--- config.mk ---
export PLATFORM = sky130hd
export DESIGN_NAME = cc_user_data_extractor
export DESIGN_NICKNAME = d
export VERILOG_FILES = /design/src/design/ccx_pkg.sv /design/src/design/ccx_front.sv /design/src/design/ccx_queue.sv /design/src/design/ccx_back.sv /design/src/design/cc_user_data_extractor.sv
export SDC_FILE = /design/constraint.sdc
export NUM_CORES = 1
export LEC_CHECK = 0
export BUFFER_PORTS_ARGS = -buffer_cell sky130_fd_sc_hd__buf_2
export CAP_MARGIN = 20
export CORE_MARGIN = 5
export CORE_UTILIZATION = 43
export CTS_CLUSTER_DIAMETER = 80
export CTS_CLUSTER_SIZE = 40
export DETAILED_ROUTE_END_ITERATION = 7
export GPL_TIMING_DRIVEN = 0
export PLACE_DENSITY = 0.67
export REMOVE_ABC_BUFFERS = 1
export SKIP_LAST_GASP = 1
export SLEW_MARGIN = 30
export SYNTH_ARGS = -nofsm -noshare
export SYNTH_HDL_FRONTEND = slang
export SYNTH_SLANG_ARGS = --single-unit
--- constraint.sdc ---
create_clock -name clk -period 3.7 [get_ports clk]
set_input_delay 1.11 -clock clk [delete_from_list [all_inputs] [get_ports clk]]
set_output_delay 1.11 -clock clk [all_outputs]
set_load 0.05 [all_outputs]
--- src/design/ccx_pkg.sv ---
// Shared types and constants for the caption user-data extractor.
package ccx_pkg;

  // Start code and header signature bytes
  localparam logic [7:0] BYTE_ZERO     = 8'h00;
  localparam logic [7:0] BYTE_START    = 8'h01;
  localparam logic [7:0] BYTE_MPEG2_ID = 8'hB2;
  localparam logic [7:0] BYTE_H264_ID  = 8'h06;
  localparam logic [7:0] BYTE_H265_ID  = 8'h4E;
  localparam logic [7:0] BYTE_SEI_CC   = 8'h04;
  localparam logic [7:0] BYTE_CC_TAG   = 8'h03;

  // Flags byte and triplet first byte fields
  localparam int PROC_BIT  = 6;
  localparam int VALID_BIT = 2;

  // Stream format codes
  localparam logic [1:0] FMT_MPEG2 = 2'd0;
  localparam logic [1:0] FMT_H264  = 2'd1;
  localparam logic [1:0] FMT_H265  = 2'd2;
  localparam logic [1:0] FMT_RAW   = 2'd3;

  // Result kind codes
  localparam logic KIND_HEADER  = 1'b0;
  localparam logic KIND_TRIPLET = 1'b1;

  localparam int QUEUE_DEPTH_DEF = 2;

  typedef struct packed {
    logic       result_kind;
    logic [1:0] stream_format;
    logic       process_flag;
    logic [4:0] cc_count;
    logic       cc_valid;
    logic [1:0] cc_type;
    logic [7:0] first_byte;
    logic [7:0] second_byte;
    logic       last_of_run;
  } ccx_result_t;

  // Queue status seen by the back end
  typedef struct packed {
    logic empty;
    logic full;
  } ccx_qstat_t;

endpackage

--- src/design/ccx_front.sv ---
// Front end: byte parser that finds the start code, classifies the header and builds results.
module ccx_front (
  input  logic                clk,
  input  logic                rst_n,
  input  logic                cfg_we,
  input  logic                cfg_raw,
  input  logic                acc,
  input  logic [7:0]          data_byte,
  input  logic                end_of_buffer,
  output logic                push_o,
  output ccx_pkg::ccx_result_t res_o
);
  import ccx_pkg::*;

  localparam logic [2:0] PH_SEEK  = 3'd0;
  localparam logic [2:0] PH_HEAD  = 3'd1;
  localparam logic [2:0] PH_FLAGS = 3'd2;
  localparam logic [2:0] PH_SKIP  = 3'd3;
  localparam logic [2:0] PH_TRIP  = 3'd4;
  localparam logic [2:0] PH_IDLE  = 3'd5;

  localparam logic [3:0] HPOS_ID       = 4'd1;
  localparam logic [3:0] HPOS_SUBID    = 4'd2;
  localparam logic [3:0] HPOS_MPEG_TAG = 4'd6;
  localparam logic [3:0] HPOS_SEI_TAG  = 4'd11;

  localparam logic [1:0] TPOS_FIRST  = 2'd0;
  localparam logic [1:0] TPOS_SECOND = 2'd1;
  localparam logic [1:0] TPOS_THIRD  = 2'd2;

  logic       mode_r, mode_nxt;
  logic [1:0] zrun_r, zrun_nxt;
  logic [2:0] phase_r, phase_nxt;
  logic [3:0] hpos_r, hpos_nxt;
  logic [1:0] fmt_r, fmt_nxt;
  logic [4:0] left_r, left_nxt;
  logic [1:0] tpos_r, tpos_nxt;
  logic [7:0] hdr_r, hdr_nxt;
  logic [7:0] dat_r, dat_nxt;
  logic       proc_r, proc_nxt;

  logic        has_res;
  ccx_result_t res;
  logic [4:0]  left_dec;
  logic [4:0]  flag_cnt;

  assign left_dec = left_r - 5'd1;
  assign flag_cnt = data_byte[4:0];

  always_comb begin
    mode_nxt  = mode_r;
    zrun_nxt  = zrun_r;
    phase_nxt = phase_r;
    hpos_nxt  = hpos_r;
    fmt_nxt   = fmt_r;
    left_nxt  = left_r;
    tpos_nxt  = tpos_r;
    hdr_nxt   = hdr_r;
    dat_nxt   = dat_r;
    proc_nxt  = proc_r;
    has_res   = 1'b0;
    res       = '0;

    if (acc) begin
      if (mode_r) begin
        if (tpos_r == TPOS_FIRST) begin
          hdr_nxt  = data_byte;
          tpos_nxt = TPOS_SECOND;
        end else if (tpos_r == TPOS_SECOND) begin
          dat_nxt  = data_byte;
          tpos_nxt = TPOS_THIRD;
        end else begin
          has_res           = 1'b1;
          res.result_kind   = KIND_TRIPLET;
          res.stream_format = FMT_RAW;
          res.process_flag  = 1'b1;
          res.cc_valid      = 1'b1;
          res.cc_type       = hdr_r[1:0];
          res.first_byte    = dat_r;
          res.second_byte   = data_byte;
          res.last_of_run   = end_of_buffer;
          tpos_nxt          = TPOS_FIRST;
        end
      end else begin
        case (phase_r)
          PH_SEEK: begin
            if (data_byte == BYTE_ZERO) begin
              if (zrun_r < 2'd2) zrun_nxt = zrun_r + 2'd1;
            end else if (data_byte == BYTE_START && zrun_r >= 2'd2) begin
              phase_nxt = PH_HEAD;
              hpos_nxt  = '0;
            end else begin
              zrun_nxt = '0;
            end
          end
          PH_HEAD: begin
            hpos_nxt = hpos_r + 4'd1;
            if (hpos_nxt == HPOS_ID) begin
              hdr_nxt = data_byte;
              if (data_byte == BYTE_MPEG2_ID)      fmt_nxt = FMT_MPEG2;
              else if (data_byte == BYTE_H264_ID)  fmt_nxt = FMT_H264;
              else if (data_byte == BYTE_H265_ID)  fmt_nxt = FMT_H265;
              else                                 phase_nxt = PH_IDLE;
            end else if (hpos_nxt == HPOS_SUBID) begin
              if (fmt_r != FMT_MPEG2 && data_byte != BYTE_SEI_CC) phase_nxt = PH_IDLE;
            end else if (hpos_nxt == HPOS_MPEG_TAG && fmt_r == FMT_MPEG2) begin
              phase_nxt = (data_byte == BYTE_CC_TAG) ? PH_FLAGS : PH_IDLE;
            end else if (hpos_nxt >= HPOS_SEI_TAG) begin
              phase_nxt = (data_byte == BYTE_CC_TAG) ? PH_FLAGS : PH_IDLE;
            end
          end
          PH_FLAGS: begin
            proc_nxt          = data_byte[PROC_BIT];
            left_nxt          = flag_cnt;
            has_res           = 1'b1;
            res.result_kind   = KIND_HEADER;
            res.stream_format = fmt_r;
            res.process_flag  = data_byte[PROC_BIT];
            res.cc_count      = flag_cnt;
            res.last_of_run   = (flag_cnt == '0) ? 1'b1 : end_of_buffer;
            phase_nxt         = (flag_cnt == '0) ? PH_IDLE : PH_SKIP;
          end
          PH_SKIP: begin
            phase_nxt = PH_TRIP;
            tpos_nxt  = TPOS_FIRST;
          end
          PH_TRIP: begin
            if (tpos_r == TPOS_FIRST) begin
              hdr_nxt  = data_byte;
              tpos_nxt = TPOS_SECOND;
            end else if (tpos_r == TPOS_SECOND) begin
              dat_nxt  = data_byte;
              tpos_nxt = TPOS_THIRD;
            end else begin
              left_nxt          = left_dec;
              has_res           = 1'b1;
              res.result_kind   = KIND_TRIPLET;
              res.stream_format = fmt_r;
              res.process_flag  = proc_r;
              res.cc_valid      = hdr_r[VALID_BIT];
              res.cc_type       = hdr_r[1:0];
              res.first_byte    = dat_r;
              res.second_byte   = data_byte;
              res.last_of_run   = (left_dec == '0) ? 1'b1 : end_of_buffer;
              tpos_nxt          = TPOS_FIRST;
              if (left_dec == '0) phase_nxt = PH_IDLE;
            end
          end
          default: ;
        endcase
      end
    end

    // end of buffer or a register write starts a new buffer
    if ((acc && end_of_buffer) || cfg_we) begin
      zrun_nxt  = '0;
      phase_nxt = PH_SEEK;
      hpos_nxt  = '0;
      fmt_nxt   = '0;
      left_nxt  = '0;
      tpos_nxt  = '0;
      hdr_nxt   = '0;
      dat_nxt   = '0;
      proc_nxt  = 1'b0;
    end
    if (cfg_we) mode_nxt = cfg_raw;
  end

  always_ff @(posedge clk) begin
    if (!rst_n) begin
      mode_r  <= 1'b0;
      zrun_r  <= '0;
      phase_r <= PH_SEEK;
      hpos_r  <= '0;
      fmt_r   <= '0;
      left_r  <= '0;
      tpos_r  <= '0;
      hdr_r   <= '0;
      dat_r   <= '0;
      proc_r  <= 1'b0;
    end else begin
      mode_r  <= mode_nxt;
      zrun_r  <= zrun_nxt;
      phase_r <= phase_nxt;
      hpos_r  <= hpos_nxt;
      fmt_r   <= fmt_nxt;
      left_r  <= left_nxt;
      tpos_r  <= tpos_nxt;
      hdr_r   <= hdr_nxt;
      dat_r   <= dat_nxt;
      proc_r  <= proc_nxt;
    end
  end

  assign push_o = has_res;
  assign res_o  = res;

  a_raw_only_triplets: assert property (@(posedge clk) disable iff (!rst_n)
    (push_o && mode_r) |-> (res_o.result_kind == KIND_TRIPLET &&
                            res_o.stream_format == FMT_RAW))
    else $error("header summary produced in raw mode");

  a_zero_count_last: assert property (@(posedge clk) disable iff (!rst_n)
    (push_o && res_o.result_kind == KIND_HEADER && res_o.cc_count == '0)
      |-> res_o.last_of_run)
    else $error("empty header summary without last_of_run");

endmodule

--- src/design/ccx_queue.sv ---
// Short result queue between the parser and the output stage.
module ccx_queue #(
  parameter int DEPTH = ccx_pkg::QUEUE_DEPTH_DEF
) (
  input  logic                 clk,
  input  logic                 rst_n,
  input  logic                 push,
  input  ccx_pkg::ccx_result_t wdata,
  input  logic                 pop,
  output ccx_pkg::ccx_result_t rdata,
  output ccx_pkg::ccx_qstat_t  stat
);
  import ccx_pkg::*;

  localparam int PW = (DEPTH > 1) ? $clog2(DEPTH) : 1;
  localparam int CW = $clog2(DEPTH + 1);
  localparam logic [PW-1:0] PTR_LAST = PW'(DEPTH - 1);
  localparam logic [CW-1:0] CNT_FULL = CW'(DEPTH);

  ccx_result_t     mem_r [DEPTH];
  logic [PW-1:0]   wptr_r, wptr_nxt;
  logic [PW-1:0]   rptr_r, rptr_nxt;
  logic [CW-1:0]   cnt_r, cnt_nxt;

  always_comb begin
    wptr_nxt = wptr_r;
    rptr_nxt = rptr_r;
    cnt_nxt  = cnt_r;
    if (push) wptr_nxt = (wptr_r == PTR_LAST) ? '0 : wptr_r + PW'(1);
    if (pop)  rptr_nxt = (rptr_r == PTR_LAST) ? '0 : rptr_r + PW'(1);
    if (push && !pop)      cnt_nxt = cnt_r + CW'(1);
    else if (!push && pop) cnt_nxt = cnt_r - CW'(1);
  end

  always_ff @(posedge clk) begin
    if (!rst_n) begin
      wptr_r <= '0;
      rptr_r <= '0;
      cnt_r  <= '0;
    end else begin
      wptr_r <= wptr_nxt;
      rptr_r <= rptr_nxt;
      cnt_r  <= cnt_nxt;
    end
  end

  always_ff @(posedge clk) begin
    if (push) mem_r[wptr_r] <= wdata;
  end

  assign rdata      = mem_r[rptr_r];
  assign stat.empty = (cnt_r == '0);
  assign stat.full  = (cnt_r == CNT_FULL);

  a_no_overflow: assert property (@(posedge clk) disable iff (!rst_n)
    stat.full |-> !push)
    else $error("push into full queue");

  a_no_underflow: assert property (@(posedge clk) disable iff (!rst_n)
    stat.empty |-> !pop)
    else $error("pop from empty queue");

endmodule

--- src/design/ccx_back.sv ---
// Back end: output register that drains the result queue onto the out channel.
module ccx_back (
  input  logic                 clk,
  input  logic                 rst_n,
  input  ccx_pkg::ccx_qstat_t  qstat,
  input  ccx_pkg::ccx_result_t qdata,
  output logic                 pop_o,
  input  logic                 out_stall,
  output logic                 out_valid,
  output ccx_pkg::ccx_result_t out_res
);
  import ccx_pkg::*;

  logic        valid_r, valid_nxt;
  ccx_result_t res_r;

  assign pop_o = !qstat.empty && (!valid_r || !out_stall);

  always_comb begin
    valid_nxt = valid_r;
    if (pop_o)           valid_nxt = 1'b1;
    else if (!out_stall) valid_nxt = 1'b0;
  end

  always_ff @(posedge clk) begin
    if (!rst_n) valid_r <= 1'b0;
    else        valid_r <= valid_nxt;
  end

  always_ff @(posedge clk) begin
    if (pop_o) res_r <= qdata;
  end

  assign out_valid = valid_r;
  assign out_res   = res_r;

  a_drain: assert property (@(posedge clk) disable iff (!rst_n)
    (!valid_r && !qstat.empty) |=> valid_r)
    else $error("queued result not moved to output");

endmodule

--- src/design/cc_user_data_extractor.sv ---
// Top level of the caption user-data extractor.
// Throughput: one byte per cycle; in_stall rises only when the result queue is full.
// A result is written into the queue by the parser, then moved into the output register
// and presented on out_*; out_stall or a busy output register can hold it in the queue.
// Reset (rst_n low, synchronous): parse mode, seeking a start code, queue empty, no output.
// A configuration write is accepted in the cycle it is offered and restarts buffer parsing.
module cc_user_data_extractor #(
  parameter int QUEUE_DEPTH = ccx_pkg::QUEUE_DEPTH_DEF
) (
  input  logic       clk,
  input  logic       rst_n,
  input  logic       cfg_valid,
  output logic       cfg_ready,
  input  logic       cfg_raw_triplet_mode,
  input  logic       in_valid,
  output logic       in_stall,
  input  logic [7:0] in_data_byte,
  input  logic       in_end_of_buffer,
  output logic       out_valid,
  input  logic       out_stall,
  output logic       out_result_kind,
  output logic [1:0] out_stream_format,
  output logic       out_process_flag,
  output logic [4:0] out_cc_count,
  output logic       out_cc_valid,
  output logic [1:0] out_cc_type,
  output logic [7:0] out_first_byte,
  output logic [7:0] out_second_byte,
  output logic       out_last_of_run
);
  import ccx_pkg::*;

  logic        acc;
  logic        push;
  logic        pop;
  ccx_result_t fres;
  ccx_result_t qres;
  ccx_result_t ores;
  ccx_qstat_t  qstat;

  assign cfg_ready = 1'b1;
  assign in_stall  = qstat.full;
  assign acc       = in_valid && !in_stall;

  ccx_front u_front (
    .clk           (clk),
    .rst_n         (rst_n),
    .cfg_we        (cfg_valid && cfg_ready),
    .cfg_raw       (cfg_raw_triplet_mode),
    .acc           (acc),
    .data_byte     (in_data_byte),
    .end_of_buffer (in_end_of_buffer),
    .push_o        (push),
    .res_o         (fres)
  );

  ccx_queue #(.DEPTH(QUEUE_DEPTH)) u_queue (
    .clk   (clk),
    .rst_n (rst_n),
    .push  (push),
    .wdata (fres),
    .pop   (pop),
    .rdata (qres),
    .stat  (qstat)
  );

  ccx_back u_back (
    .clk       (clk),
    .rst_n     (rst_n),
    .qstat     (qstat),
    .qdata     (qres),
    .pop_o     (pop),
    .out_stall (out_stall),
    .out_valid (out_valid),
    .out_res   (ores)
  );

  assign out_result_kind   = ores.result_kind;
  assign out_stream_format = ores.stream_format;
  assign out_process_flag  = ores.process_flag;
  assign out_cc_count      = ores.cc_count;
  assign out_cc_valid      = ores.cc_valid;
  assign out_cc_type       = ores.cc_type;
  assign out_first_byte    = ores.first_byte;
  assign out_second_byte   = ores.second_byte;
  assign out_last_of_run   = ores.last_of_run;

endmodule

==> summary.txt <==
Power and ir drop
  – P per Cell Area: 711 nW/um^2
  – P_leak: approximately 2.1 nW
  – VDD IR-drop max: approximately 0.33 mV

Synth
  – Share of the synthesized area in the top cell type: 49.0%
  – Post-synthesis cell count: 419
  – Area leader, netlist: edfxtp_1
  – Top cells by area, synth: edfxtp_1 (49%), dfxtp_1 (14%), mux2_2 (6.1%)
  – Synth cell count leaders: edfxtp_1 (87), nor2_1 (39), dfxtp_1 (36)
  – Mean post-synth cell area: 12.7 um^2
  – Synthesized area: around 5300 um^2
  – Number of synthesized register bits: 123
  – Sequential fraction of the synthesis area: 62.5%
  – Ys flop type: edfxtp_1
  – Fraction of registers with async set/reset: 0%
  – Synth warn: 0
  – Yosys cell types: 60
  – Most frequent cell after synthesis: edfxtp_1
  – EDFF count, synth: 87

Floorplan
  – Initial Utilization: 44.2%
  – Die width: approximately 120 um
  – Row cnt: 40
  – Die height: about 120 um
  – I/O pins: 47
  – Die area: 14700 um^2
  – Core area: 12100 um^2

Worst setup path
  – CP arrival: 2.93 ns
  – Critical path class: input pin to flop
  – CP Max Fanout: 9
  – Crit start category: input pin
  – Req. time, crit path: 3.97 ns
  – CP Capture Type: flop

Cells and area
  – Area Growth Syn to Fin: 20.1%
  – Multi-input gate area: 1880 um^2
  – Fraction of layout cells with a size suffix above 1: 26.2%
  – Fin util: 53.1%
  – Final-stage net count: about 500
  – Fillers: 989
  – Register Area: 3330 um^2
  – Antenna cells: 0

Global route
  – Largest net degree at the start of global routing: 30
  – Vias in the first global route: 3404
  – GRT Overall Usage: between 10% and 20%
  – Initial antenna violation count: 0
  – First-pass GRT wire length: approximately 17000 um
  – Overflow after GRT: 0

Outcome
  – Status: finished clean

Detailed routing
  – DR iter-0 viols: 183
  – DR vias: 3339
  – Pre-antenna DRT Iters: 5
  – Post-DR wirelength/cell: 15.9 um
  – Post-DRT Antenna Nets: 0
  – DRT Wirelength: between 10000 and 15000 um
  – Drc violations: 0
  – Detailed-route vias per instance: 5.12

Placement
  – GP Congestion: 0.799
  – Detailed Place HPWL: 6810 um
  – Number of port buffers: 45
  – Dpl ws: 0.635 ns

Clock network
  – Hold buffer count at CTS: 0
  – Post-CTS Resized: 0
  – Num CTS Buffers: 17
  – Clock latency on the worst-skew pair: 0.40 ns
  – CTS sink count: 123
  – Clk slew on worst S/H paths: approximately 0.050 ns
  – CTS tree: built
  – Post-CTS Repair Setup Buffers: 0
  – CTS Buffer Depth: 2
  – H-tree levels: 4
  – CTS root buffer: clkbuf_16

Timing
  – Hold Vio Cnt, Final: 0
  – Max Clk Rate: 375 MHz
  – Final setup viols: 0
  – Unrepaired setup endpoints after global routing: false
  – Skew final: 0.00442 ns
  – Final Max Slew Viols: 0
  – Post-route minimum period: 2.67 ns
  – Setup Total Neg Slack: 0 ns
  – Slew margin rel.: 49.1%
  – Worst-Margin Slew: 0.758 ns
  – Period Utilization, post-route: 72.1%
  – Post-route setup slack: ~1.0 ns

Job
  – MaxCap Viol Count: 0

Min path
  – Hold crit path type: flop to flop
==> cells in the final DEF, fill, tap and decap left out, types with 3 or more instances in the layout <==
master,instances
a21o_1,4
a21oi_1,15
a22oi_1,5
and2_1,26
buf_16,3
buf_2,45
bufinv_16,4
clkbuf_16,17
clkinv_1,4
dfxtp_1,35
edfxtp_1,87
ha_1,8
inv_1,12
mux2_2,29
mux2i_1,17
nand2_1,20
nand2b_1,7
nand3_1,4
nand3b_1,3
nand4_1,3
nor2_1,38
nor2b_1,5
nor3_1,4
nor4b_1,3
o21a_1,4
o21ai_0,15
or2_2,3
or3_1,5
xnor2_1,5
==> power by group <==
part / switching, W / internal (W)
Clock: 0.000555 / 0.00111
Sequential: 0.0000780 / 0.00171
Combinational: 0.000814 / 0.000288
Total: 0.00145 / 0.00311
==> worst max-delay path: stages <==
cell	delay, ns
buf_2	0.24
nor4b_1	0.56
a22o_1	0.23
nand4_1	0.18
nor2_1	0.26
mux2i_1	0.29
nor2_1	0.06
==> routing by layer <==
metal	routed length [um]	GRT usage (%)	share of wire [%]	vias up
li1	-	-	-	1638
met1	4510	17.9	44	1615
met2	5240	25.0	51	73
met3	466	4.15	4.5	13
met4	134	5.67	1.3	0
met5	0	0	0	-
==> logic make-up after synthesis <==
family / Yosys count / synth area share [%]
other: 1 / 0.0703
buffers and inverters: 29 / 2.49
multiplexers: 46 / 9.31
flip-flops: 123 / 62.5
AND/OR/NAND/NOR: 142 / 14.8
adder cells (fa/ha/maj): 8 / 1.88
XOR/XNOR: 7 / 1.15
AO/OA/AOI/OAI: 63 / 7.76
==> state kept, by name, summed over array words and instances (netlist names), 2 cells and up <==
register	count
u_front.hdr_r	3
u_front.left_r	5
u_front.hpos_r	4
u_front.dat_r	8
u_queue.mem_r	58
u_back.out_res	29
u_queue.cnt_r	2
u_front.fmt_r	2
u_front.tpos_r	2
u_front.phase_r	3
u_front.zrun_r	2
==> path summary, 6_finish.rpt <==
kind | start | to | slack [ns] | cells past startpoint
max | in_data_byte[2] | u_front.fmt_r[1] | 1.03 | 7
min | u_front.dat_r[4] | u_front.dat_r[4] | 0.49 | 2
max reg2reg | u_front.phase_r[0] | u_queue.mem_r[0][3] | 1.13 | 5
min reg2reg | u_front.dat_r[4] | u_front.dat_r[4] | 0.49 | 2
==> metrics by stage <==
| stage | hold WS [ns] | power [W] | area, um^2 | std cells |
|---|---|---|---|---|
| after floorplan | 0.452 | 0.00264 | 5250 | 403 |
| after global placement | 0.463 | 0.00289 | 5690 | 616 |
| after detailed placement | 0.473 | 0.00293 | 5800 | 621 |
| after CTS | 0.490 | 0.00460 | 6410 | 652 |
| after global routing | 0.514 | 0.00473 | 6410 | 652 |
| final | 0.486 | 0.00455 | 6410 | 652 |
==> area by class of cell <==
cell class / instances / area share [%]
inverters: 13 / 0.762
flip-flops and latches: 123 / 52.0
well taps: 168 / 3.28
clock inverters: 14 / 2.77
multi-input cells: 267 / 29.4
repair buffers: 50 / 5.10
clock buffers: 17 / 6.64
No activity file was read; power rests on OpenSTA's default activity.
